$ cat src/rtl/ptlm_pkg.sv
// Package for the price-time level matcher: constants, codes and record types.
// Used by every module in the rtl folder; depends on nothing.
package ptlm_pkg;

   localparam int QUEUE_DEPTH = 16;
   localparam int PTR_W       = $clog2(QUEUE_DEPTH);
   localparam int CNT_W       = PTR_W + 1;
   localparam int MAX_FILLS   = 63;
   localparam int FILL_W      = $clog2(MAX_FILLS + 1);

   typedef enum logic [0:0] {
      OP_LOAD  = 1'b0,
      OP_SWEEP = 1'b1
   } op_type;

   typedef enum logic [2:0] {
      KIND_FILL   = 3'd0,
      KIND_DONE   = 3'd1,
      KIND_SELF   = 3'd2,
      KIND_LIMIT  = 3'd3,
      KIND_REJECT = 3'd4
   } kind_type;

   typedef enum logic [0:0] {
      ST_IDLE  = 1'b0,
      ST_SWEEP = 1'b1
   } state_type;

   typedef struct packed {
      op_type      operation;
      logic [31:0] account;
      logic [63:0] order_id;
      logic [31:0] remaining_qty;
      logic [31:0] visible_qty;
      logic [31:0] display_qty;
      logic [31:0] available_qty;
   } req_type;

   typedef struct packed {
      logic [3:0]  slot;
      logic [31:0] account;
      logic [63:0] id;
      logic [31:0] remaining;
      logic [31:0] visible;
      logic [31:0] display;
   } entry_type;

   typedef struct packed {
      kind_type    kind;
      logic [3:0]  slot;
      logic [63:0] fill_order_id;
      logic [31:0] fill_account;
      logic [31:0] price;
      logic [31:0] quantity;
      logic        last;
   } rsp_type;

endpackage

$ cat src/rtl/price_time_level_matcher_unit.sv
// Plans the fills of one aggressor against up to 16 resting orders of one price
// level, in price-time order. The sweep engine takes an item only while the
// output queue has room; a sweep emits one result item (fill or final status)
// per cycle while there is room, and no new item is taken until it ends.
// Items are buffered in a two-deep input queue and results in a two-deep output
// queue, so either side may stall on its own. Top level; depends on ptlm_pkg,
// ptlm_front and ptlm_back.
module price_time_level_matcher_unit (
   input  logic        clock,
   input  logic        reset,
   input  logic        csr_we,
   input  logic [31:0] csr_wdata,
   input  logic        push,
   output logic        full,
   input  logic        req_operation,
   input  logic [31:0] req_account,
   input  logic [63:0] req_order_id,
   input  logic [31:0] req_remaining_qty,
   input  logic [31:0] req_visible_qty,
   input  logic [31:0] req_display_qty,
   input  logic [31:0] req_available_qty,
   output logic        empty,
   input  logic        pop,
   output logic [2:0]  rsp_kind,
   output logic [3:0]  rsp_slot,
   output logic [63:0] rsp_fill_order_id,
   output logic [31:0] rsp_fill_account,
   output logic [31:0] rsp_price,
   output logic [31:0] rsp_quantity,
   output logic        rsp_last
);
   import ptlm_pkg::*;

   logic [31:0] price_ff;
   req_type     push_item, item;
   logic        item_valid, take, rsp_valid;
   rsp_type     rsp;

   // hold level price
   always_ff @(posedge clock) begin
      if (reset) begin
         price_ff <= '0;
      end else if (csr_we) begin
         price_ff <= csr_wdata;
      end
   end

   assign push_item = '{operation: op_type'(req_operation), account: req_account,
                        order_id: req_order_id, remaining_qty: req_remaining_qty,
                        visible_qty: req_visible_qty, display_qty: req_display_qty,
                        available_qty: req_available_qty};

   ptlm_front u_front (
      .clock      (clock),
      .reset      (reset),
      .push       (push),
      .push_item  (push_item),
      .full       (full),
      .take       (take),
      .item_valid (item_valid),
      .item       (item)
   );

   ptlm_back u_back (
      .clock       (clock),
      .reset       (reset),
      .level_price (price_ff),
      .item_valid  (item_valid),
      .item        (item),
      .take        (take),
      .rsp_valid   (rsp_valid),
      .rsp         (rsp),
      .rsp_take    (pop)
   );

   assign empty             = !rsp_valid;
   assign rsp_kind          = rsp.kind;
   assign rsp_slot          = rsp.slot;
   assign rsp_fill_order_id = rsp.fill_order_id;
   assign rsp_fill_account  = rsp.fill_account;
   assign rsp_price         = rsp.price;
   assign rsp_quantity      = rsp.quantity;
   assign rsp_last          = rsp.last;

`ifndef SYNTHESIS
   a_status_last: assert property (@(posedge clock) disable iff (reset)
      (!empty && rsp_kind != KIND_FILL) |-> (rsp_last && rsp_quantity == 32'd0))
      else $error("status result without last or with quantity");
   a_fill_not_last: assert property (@(posedge clock) disable iff (reset)
      (!empty && rsp_kind == KIND_FILL) |-> !rsp_last)
      else $error("fill marked last");
   a_take_needs_item: assert property (@(posedge clock) disable iff (reset)
      take |-> item_valid)
      else $error("engine took from empty input queue");
`endif

endmodule

$ cat src/rtl/ptlm_front.sv
// Front end of the matcher: two-deep input queue that holds accepted items.
// Depends on ptlm_pkg.
module ptlm_front (
   input  logic             clock,
   input  logic             reset,
   input  logic             push,
   input  ptlm_pkg::req_type push_item,
   output logic             full,
   input  logic             take,
   output logic             item_valid,
   output ptlm_pkg::req_type item
);
   import ptlm_pkg::*;

   req_type     mem_ff [2];
   logic        wr_ptr_ff, wr_ptr_in;
   logic        rd_ptr_ff, rd_ptr_in;
   logic [1:0]  cnt_ff, cnt_in;
   logic        do_push, do_take;

   assign full       = (cnt_ff == 2'd2);
   assign item_valid = (cnt_ff != 2'd0);
   assign item       = mem_ff[rd_ptr_ff];
   assign do_push    = push && !full;
   assign do_take    = take && item_valid;

   // advance pointers and count on each transfer
   always_comb begin
      wr_ptr_in = wr_ptr_ff ^ do_push;
      rd_ptr_in = rd_ptr_ff ^ do_take;
      cnt_in    = cnt_ff + {1'b0, do_push} - {1'b0, do_take};
   end

   always_ff @(posedge clock) begin
      if (reset) begin
         wr_ptr_ff <= 1'b0;
         rd_ptr_ff <= 1'b0;
         cnt_ff    <= 2'd0;
      end else begin
         wr_ptr_ff <= wr_ptr_in;
         rd_ptr_ff <= rd_ptr_in;
         cnt_ff    <= cnt_in;
      end
   end

   // store incoming item
   always_ff @(posedge clock) begin
      if (do_push) begin
         mem_ff[wr_ptr_ff] <= push_item;
      end
   end

endmodule

$ cat src/rtl/ptlm_back.sv
// Back end of the matcher: resting-order queue, sweep engine and result queue.
// Depends on ptlm_pkg.
module ptlm_back (
   input  logic             clock,
   input  logic             reset,
   input  logic [31:0]      level_price,
   input  logic             item_valid,
   input  ptlm_pkg::req_type item,
   output logic             take,
   output logic             rsp_valid,
   output ptlm_pkg::rsp_type rsp,
   input  logic             rsp_take
);
   import ptlm_pkg::*;

   entry_type         q_ff [QUEUE_DEPTH];
   logic [PTR_W-1:0]  head_ff, head_in;
   logic [CNT_W-1:0]  count_ff, count_in;
   logic [3:0]        loads_ff, loads_in;
   state_type         state_ff, state_in;
   logic [31:0]       acct_ff, acct_in;
   logic [31:0]       avail_ff, avail_in;
   logic [FILL_W-1:0] fills_ff, fills_in;

   rsp_type           oq_ff [2];
   logic              owr_ff, ord_ff;
   logic [1:0]        ocnt_ff, ocnt_in;
   logic              room, emit, do_pop;
   rsp_type           emit_item;

   logic              wr_en;
   logic [PTR_W-1:0]  wr_addr;
   entry_type         wr_data;

   entry_type         h_entry;
   logic [PTR_W-1:0]  tail;
   logic [31:0]       vis_clamp, qty, new_rem, new_vis, refresh;

   assign room      = (ocnt_ff != 2'd2);
   assign do_pop    = rsp_take && rsp_valid;
   assign rsp_valid = (ocnt_ff != 2'd0);
   assign rsp       = oq_ff[ord_ff];

   assign h_entry   = q_ff[head_ff];
   assign tail      = head_ff + count_ff[PTR_W-1:0];
   assign vis_clamp = (item.visible_qty > item.remaining_qty) ? item.remaining_qty
                                                              : item.visible_qty;
   assign qty       = (avail_ff < h_entry.visible) ? avail_ff : h_entry.visible;
   assign new_rem   = h_entry.remaining - qty;
   assign new_vis   = h_entry.visible - qty;
   assign refresh   = (h_entry.display == 32'd0 || h_entry.display > new_rem)
                      ? new_rem : h_entry.display;

   // sequence loads and sweep steps
   always_comb begin
      state_in  = state_ff;
      head_in   = head_ff;
      count_in  = count_ff;
      loads_in  = loads_ff;
      acct_in   = acct_ff;
      avail_in  = avail_ff;
      fills_in  = fills_ff;
      take      = 1'b0;
      emit      = 1'b0;
      emit_item = '0;
      wr_en     = 1'b0;
      wr_addr   = tail;
      wr_data   = '0;
      unique case (state_ff)
         ST_IDLE: begin
            if (item_valid && room) begin
               take = 1'b1;
               if (item.operation == OP_SWEEP) begin
                  acct_in  = item.account;
                  avail_in = item.available_qty;
                  fills_in = '0;
                  state_in = ST_SWEEP;
               end else if (count_ff >= CNT_W'(QUEUE_DEPTH) || vis_clamp == 32'd0) begin
                  emit           = 1'b1;
                  emit_item.kind = KIND_REJECT;
                  emit_item.last = 1'b1;
               end else begin
                  wr_en    = 1'b1;
                  wr_data  = '{slot: loads_ff, account: item.account,
                               id: item.order_id, remaining: item.remaining_qty,
                               visible: vis_clamp, display: item.display_qty};
                  count_in = count_ff + 1'b1;
                  loads_in = loads_ff + 1'b1;
               end
            end
         end
         ST_SWEEP: begin
            if (room) begin
               emit = 1'b1;
               if (avail_ff == 32'd0 || count_ff == '0) begin
                  emit_item.kind = KIND_DONE;
                  emit_item.last = 1'b1;
               end else if (fills_ff == FILL_W'(MAX_FILLS)) begin
                  emit_item.kind = KIND_LIMIT;
                  emit_item.last = 1'b1;
               end else if (h_entry.account == acct_ff) begin
                  emit_item = '{kind: KIND_SELF, slot: h_entry.slot,
                                fill_order_id: h_entry.id,
                                fill_account: h_entry.account,
                                price: level_price, quantity: 32'd0, last: 1'b1};
               end else begin
                  emit_item = '{kind: KIND_FILL, slot: h_entry.slot,
                                fill_order_id: h_entry.id,
                                fill_account: h_entry.account,
                                price: level_price, quantity: qty, last: 1'b0};
                  fills_in = fills_ff + 1'b1;
                  avail_in = avail_ff - qty;
                  if (new_rem == 32'd0) begin
                     head_in  = head_ff + 1'b1;
                     count_in = count_ff - 1'b1;
                  end else if (new_vis == 32'd0) begin
                     // requeue the refreshed iceberg at the back
                     head_in = head_ff + 1'b1;
                     wr_en   = 1'b1;
                     wr_data = '{slot: h_entry.slot, account: h_entry.account,
                                 id: h_entry.id, remaining: new_rem,
                                 visible: refresh, display: h_entry.display};
                  end else begin
                     wr_en   = 1'b1;
                     wr_addr = head_ff;
                     wr_data = '{slot: h_entry.slot, account: h_entry.account,
                                 id: h_entry.id, remaining: new_rem,
                                 visible: new_vis, display: h_entry.display};
                  end
               end
               // drop the working queue when the sweep ends
               if (emit_item.last) begin
                  head_in  = '0;
                  count_in = '0;
                  loads_in = '0;
                  state_in = ST_IDLE;
               end
            end
         end
         default: state_in = ST_IDLE;
      endcase
   end

   always_ff @(posedge clock) begin
      if (reset) begin
         state_ff <= ST_IDLE;
         head_ff  <= '0;
         count_ff <= '0;
         loads_ff <= '0;
         fills_ff <= '0;
      end else begin
         state_ff <= state_in;
         head_ff  <= head_in;
         count_ff <= count_in;
         loads_ff <= loads_in;
         fills_ff <= fills_in;
      end
   end

   always_ff @(posedge clock) begin
      acct_ff  <= acct_in;
      avail_ff <= avail_in;
   end

   // resting-order storage
   always_ff @(posedge clock) begin
      if (wr_en) begin
         q_ff[wr_addr] <= wr_data;
      end
   end

   // result queue
   assign ocnt_in = ocnt_ff + {1'b0, emit} - {1'b0, do_pop};

   always_ff @(posedge clock) begin
      if (reset) begin
         owr_ff  <= 1'b0;
         ord_ff  <= 1'b0;
         ocnt_ff <= 2'd0;
      end else begin
         owr_ff  <= owr_ff ^ emit;
         ord_ff  <= ord_ff ^ do_pop;
         ocnt_ff <= ocnt_in;
      end
   end

   always_ff @(posedge clock) begin
      if (emit) begin
         oq_ff[owr_ff] <= emit_item;
      end
   end

endmodule

$ cat config.mk
export PLATFORM = sky130hd
export DESIGN_NAME = price_time_level_matcher_unit
export DESIGN_NICKNAME = d
export VERILOG_FILES = /design/src/rtl/ptlm_pkg.sv /design/src/rtl/price_time_level_matcher_unit.sv /design/src/rtl/ptlm_front.sv /design/src/rtl/ptlm_back.sv
export SDC_FILE = /design/constraint.sdc
export NUM_CORES = 2
export LEC_CHECK = 0
export BUFFER_PORTS_ARGS = -buffer_cell sky130_fd_sc_hd__buf_4
export CORE_MARGIN = 1
export CORE_UTILIZATION = 56
export CTS_CLUSTER_SIZE = 30
export DETAILED_ROUTE_END_ITERATION = 8
export PLACE_DENSITY = 0.72
export SYNTH_ARGS = -nofsm -noshare
export SYNTH_HDL_FRONTEND = slang
export SYNTH_SLANG_ARGS = --single-unit
export TNS_END_PERCENT = 30
$ cat constraint.sdc
create_clock -name clock -period 22.1 [get_ports clock]
set_clock_uncertainty 0.2 [all_clocks]
set_input_delay 1.105 -clock clock [delete_from_list [all_inputs] [get_ports clock]]
set_output_delay 1.105 -clock clock [all_outputs]
set_load 0.01 [all_outputs]
Word-level counts from Yosys, hierarchy flattened
Memories as Yosys holds them, arrays and structs flattened. A register that Yosys moved wholly into a read port is not among the register bits.
Index checks and enable logic that the tools add are counted.
{"block": "totals", "regBits": 124, "mem_bits_rw": 3922, "input_bits": 262, "out_inout_bits": 170, "mem_count": 3}
{"name": "u_back.q_ff", "words": 16, "width": 196, "read_ports": 1, "rd_clocked_by_memory_dff": 1, "wr": 1, "line": "ptlm_back.sv:16", "text": "entry_type q_ff [QUEUE_DEPTH];"}
{"name": "u_front.mem_ff", "words": 2, "width": 225, "read_ports": 1, "rd_clocked_by_memory_dff": 1, "wr": 1, "line": "ptlm_front.sv:15", "text": "req_type mem_ff [2];"}
{"name": "u_back.oq_ff", "words": 2, "width": 168, "read_ports": 1, "rd_clocked_by_memory_dff": 1, "wr": 1, "line": "ptlm_back.sv:25", "text": "rsp_type oq_ff [2];"}
{"block": "classes", "n_addsub": 13, "order_cmp": 4, "eq_ne": 20, "n_mux": 103, "n_bitwise": 5, "n_reduce_logical": 23}
{"cell": "two-way mux 196 bit", "count": 8}
{"cell": "two-way mux 164 bit", "count": 3}
{"cell": "one-hot mux 196 bit (2 select lines)", "count": 1}
{"cell": "two-way mux 32 bit", "count": 9}
{"cell": "two-way mux 168 bit", "count": 1}
{"cell": "two-way mux 167 bit", "count": 1}
{"cell": "zero test 32 bit", "count": 5}
{"cell": "subtractor 32 bit", "count": 3}
{"cell": "two-way mux 4 bit", "count": 20}
{"cell": "> comparator 32 bit", "count": 2}
{"cell": "two-way mux 64 bit", "count": 1}
{"cell": "one-hot mux 32 bit (2 select lines)", "count": 1}
{"cell": "two-way mux 5 bit", "count": 9}
{"cell": "two-way mux 6 bit", "count": 6}
{"cell": "== test 32 bit", "count": 1}
{"cell": "< comparator 32 bit", "count": 1}
{"cell": "two-way mux 1 bit", "count": 30}
{"cell": "!= test 2 bit, second input constant", "count": 12}
{"cell": "two-way mux 3 bit", "count": 5}
{"cell": "!= test 3 bit, second input constant", "count": 4}
{"cell": "one-hot mux 6 bit (2 select lines)", "count": 1}
{"cell": "AND reduction 6 bit", "count": 2}
{"cell": "one-hot mux 5 bit (2 select lines)", "count": 1}
{"cell": "adder 4 x 1 -> 4 bit, second input constant", "count": 2}
{"cell": "24 further kinds", "count": 39}

Longest topological paths before layout
{"block": "logic_depth", "word_depth": 13, "mapped_depth": 56}

By module
Synthesis repeated with hierarchy kept, for this count alone.
{"block": "unflattened", "cells_unflattened": 7974, "area_unflattened_um2": 164170.0}
{"module": "ptlm_back", "instances": 1, "cells_each": 7147, "area_each_um2": 146147.7}
{"module": "ptlm_front", "instances": 1, "cells_each": 723, "area_each_um2": 16854.9}
{"module": "price_time_level_matcher_unit", "instances": 1, "cells_each": 104, "area_each_um2": 1167.4}

Least setup slack after synthesis
OpenSTA, ideal clock, no wires.
{"block": "synth_path", "path_kind": "reg-to-reg", "start": "register with a tool-made name", "end": "memory u_back.q_ff[10][0] in the netlist's numbering, enable pin", "arrival_time_ns": 20.531, "required_ns": 21.065, "setup_slack_ns": 0.535, "path_stages_with_launch": 45, "synth_period_minus_slack_ns": 21.565, "cell_sequence": "dfxtp_1 buf_6 buf_8 buf_12 buf_8 buf_8 buf_2 buf_2 buf_2 buf_2 buf_2 buf_2 clkbuf_1 buf_1 mux4_2 mux4_2 inv_1 ha_1 (+9 left out) o21ai_0 ha_1 inv_1 fa_1 or4_1 a32oi_1 o311a_1 or4_1 buf_2 a31oi_1 a221oi_1 xnor2_1 nor2_1 nand4_1 or4b_1 buf_2 a211o_1 a22oi_1"}
{"element": "end: declaration", "line": "ptlm_back.sv:16"}

==> impl_metrics.csv <==
group,metric,value,unit
cells_and_area,nNetsFinal,9408,
synth,synth_compound_gate_area_share,0.0342,
hold_path,hp-class,"in2reg",
synth,synth.ff_latch_count,4050,
floorplan,die_w,544,um
synth,postSynthAreaPerCell,19.9,um^2
flow_run,drv.max_cap_violation_count,0,
setup_path,worstSetupPathType,"reg2reg",
setup_path,worst-path-max-fanout,50,
hold_path,holdCritStartpoint,"req_display_qty[14]",
global_routing,first_global_vias,86000,
drt,routedWlPerCell,32.4,um
cts,clk-insertion-delay-late,960,ps
synth,synth.area.mux_share,0.162,
placed_design,gp_congestion,0.973,
sta,final_critical_path_setup_slack,7290,ps
placed_design,placedInstanceArea,173000,um^2
setup_path,worst_ep_arrival_time,15170,ps
synth,synth-adder-area-share,0.0148,
drt,postRouteWirelength,427000,um
synth,yosys.area_share.xor_xnor,0.00660,
setup_path,critical-path-max-stage-delay,900,ps
floorplan,num_rows,198,
sta,grt_setup_unrepaired,"no",
synth,synth_enable_flop_cells,3986,
synth,synthesis.nets,8718,
cts,cts-htree-levels,5,
sta,timing.final.crit_share,0.670,
power,clockPowerShare,0.270,
power,intPower,0.0165,W
synth,post_synth_and_or_nand_nor_area_fraction,0.0311,
cts,cts_resized,0,
synth,synth-async-reset-ratio,0,
power,power_frac_seq,0.397,
sta,worst_pin_slew,1460,ps
drt,dr_total_vias,86800,
synth,dominant_combinational_cell_family_by_area_after_synthesis,"multiplexers",
synth,yosys_warnings,0,
global_routing,track_usage,0.288,
global_routing,overflow,0,
floorplan,chipHeight,544,um
synth,synth_cell_area,164000,um^2
drt,detail_route.drc_violations,0,
cts,cts_tree,"built",
global_routing,grt_start_max_net_pins,162,
cts,root_buffer,"sky130_fd_sc_hd__clkbuf_16",
floorplan,starting_density,0.564,
drt,drt-initial-drc-count,11600,
synth,syn-instance-count,8265,
synth,synth_cell_type_count,119,
floorplan,core-area,291000,um^2
cts,cts_hold_repair.buffers,0,
drt,post_route_antenna_net_violation_count,0,
cells_and_area,area_occupied_by_registers,121000,um^2
drt,via_per_inst,6.58,
placed_design,port_buffer_count,431,
global_routing,global_route_wire_length_before_repair,610000,um
sta,achievable_freq,67.5,MHz
cts,cts.reportedPaths.clkPinSlew,70,ps
floorplan,ioPinCount,432,
setup_path,critical_path.endpoint_type,"flip-flop",
cts,cts_made_buffers,401,
setup_path,max_stage_delay_cell_worst_path,"sky130_fd_sc_hd__o21ai_0",
sta,timing.final.max_slew_violations,0,
power,power-per-cell-area,135,nW/um^2
synth,synth_flop_cell,"sky130_fd_sc_hd__edfxtp_1",
cells_and_area,synthToLayoutAreaGrowth,13.4,%
synth,yosysSeqAreaShare,0.736,
power,static-leakage-power,61.0,nW
setup_path,worstPathRequired,22460,ps
cts,cts_max_path_buffers,4,
sta,timing.final.hold_violations,0,
sta,worst_slew_margin_rel,0.0243,
power,netSwitchingFraction,0.343,
run_status,outcome,"completed",
power,max-vdd-ir-drop,220,uV
global_routing,antenna_found_initial,13,
cells_and_area,share_of_final_layout_standard_cells_stronger_than_drive_strength_1,0.274,
cells_and_area,post-route-util,0.639,
power,power_frac_comb,0.334,
sta,setup_viol_count_final,0,
cells_and_area,multiInputGateArea,41200,um^2
cts,count_of_buffers_added_by_post_cts_timing_repair_for_setup,0,
cells_and_area,most_frequent_standard_cell_in_the_layout_excluding_fill_and_tap_cells,"sky130_fd_sc_hd__edfxtp_1",
sta,fin_worst_hold_slack,127,ps
drt,drt_pass1_iterations,8,
placed_design,preCtsSetupSlack,7560,ps
sta,period_minus_slack,14810,ps
cells_and_area,most-common-layout-cells,"3986 x sky130_fd_sc_hd__edfxtp_1, 936 x sky130_fd_sc_hd__mux4_2, 686 x sky130_fd_sc_hd__buf_4, 408 x sky130_fd_sc_hd__clkbuf_16, 307 x sky130_fd_sc_hd__nand2_1",
sta,setup_total_negative_slack,0,ps
cts,clock_sink_count,4050,
cells_and_area,finish.instance_area,186000,um^2
floorplan,die_area,295000,um^2
placed_design,dp_hpwl,250000,um
cells_and_area,layout.filler_cells,19400,
power,p_switching,0.00860,W
setup_path,timing.critical_path.from_type,"flip-flop",
setup_path,crit_top_cell,"sky130_fd_sc_hd__buf_4",
[sequential cells by signal (all words and copies together), names as in the netlist, 5 cells and up, named ones only]
register	flops
price_ff	32
u_back.count_ff	5
u_front.mem_ff	450
u_back.oq_ff	336
u_back.fills_ff	6
u_back.q_ff	3136
u_back.avail_ff	32
u_back.acct_ff	32
[path summary, 6_finish.rpt]
| kind | endpoint | slack [ps] | depth (start not counted) |
|---|---|---|---|
| max | u_back.q_ff[0][117] | 7290 | 31 |
| min | u_front.mem_ff[0][46] | 130 | 1 |
| max reg2reg | u_back.q_ff[0][117] | 7290 | 31 |
| min reg2reg | price_ff[10] | 280 | 2 |
[synthesized netlist by cell type, drive strengths merged (10+ instances only)]
cell / instances / area [um^2]
nor4: 38 / 238
o21ai: 249 / 1260
nor2b: 42 / 263
nand2: 310 / 1170
and3: 152 / 951
ha: 189 / 2360
clkbuf: 255 / 957
mux2i: 303 / 3050
and2: 26 / 163
a21boi: 10 / 75.1
or4: 10 / 78.8
nand2b: 31 / 194
a32oi: 20 / 175
nor2: 218 / 821
a21o: 58 / 435
dfxtp: 64 / 1280
and4: 12 / 105
xnor2: 69 / 612
inv: 147 / 552
a31oi: 25 / 156
or3: 19 / 124
mux4: 939 / 21200
a2bb2oi: 10 / 87.6
a22o: 32 / 280
edfxtp: 3986 / 120000
a211o: 12 / 105
mux2: 220 / 2480
o21a: 17 / 128
xor2: 54 / 473
buf: 166 / 831
nand3: 46 / 235
nor3: 33 / 175
a22oi: 26 / 200
a21oi: 162 / 837
o211ai: 15 / 113
o31ai: 20 / 150
a211oi: 33 / 260
o21bai: 13 / 97.6
o22ai: 45 / 288
nand4: 56 / 357
[stage by stage]
step	std cells	total power [W]
finish	13200	0.0251
global route	13200	0.0260
CTS	13200	0.0250
detailed placement	12500	0.0182
global placement	12500	0.0181
floorplan	8265	0.0153
[cell families after synthesis]
family / count (synthesis)
fa+ha+maj: 194
simple gates: 1024
flops: 4050
buf+inv: 569
xor+xnor: 123
compound gates: 843
mux: 1462
[worst max-delay path: cells and delay by family (launching register included)]
| kind | cells | cell delay, ps |
|---|---|---|
| muxes | 2 | 1130 |
| AOI/OAI and AO/OA | 11 | 4710 |
| adders and majority gates | 3 | 1090 |
| buffers and inverters | 8 | 4330 |
| and+or+nand+nor | 7 | 1950 |
| DFF | 1 | 670 |
[routing by layer]
layer | up-vias | GRT usage | part of all wire
met2 | 5090 | 0.445 | 0.47
met3 | 685 | 0.0552 | 0.10
met5 | - | 0 | 0.000030
met4 | 2 | 0.0900 | 0.033
met1 | 45500 | 0.420 | 0.40
li1 | 35500 | - | -
[area by class of cell]
type | instances | area share
Sequential cell | 4050 | 0.650
Multi-Input combinational cell | 3646 | 0.221
Clock buffer | 490 | 0.0565
Timing Repair Buffer | 708 | 0.0299
Tap cell | 3900 | 0.0262
Clock inverter | 242 | 0.0136
Inverter | 148 | 0.00302
Antenna cell | 8 | 0.000107
[power groups by stage]
stage | combinational, W | clock (W) | sequential (W)
2_1_floorplan | 0.00514 | 0 | 0.0102
3_3_place_gp | 0.00800 | 0 | 0.0101
3_5_place_dp | 0.00812 | 0 | 0.0101
4_1_cts | 0.00817 | 0.00686 | 0.00995
5_1_grt | 0.00886 | 0.00715 | 0.00999
6_report | 0.00837 | 0.00678 | 0.00995
No activity file was read; power rests on OpenSTA's default activity.
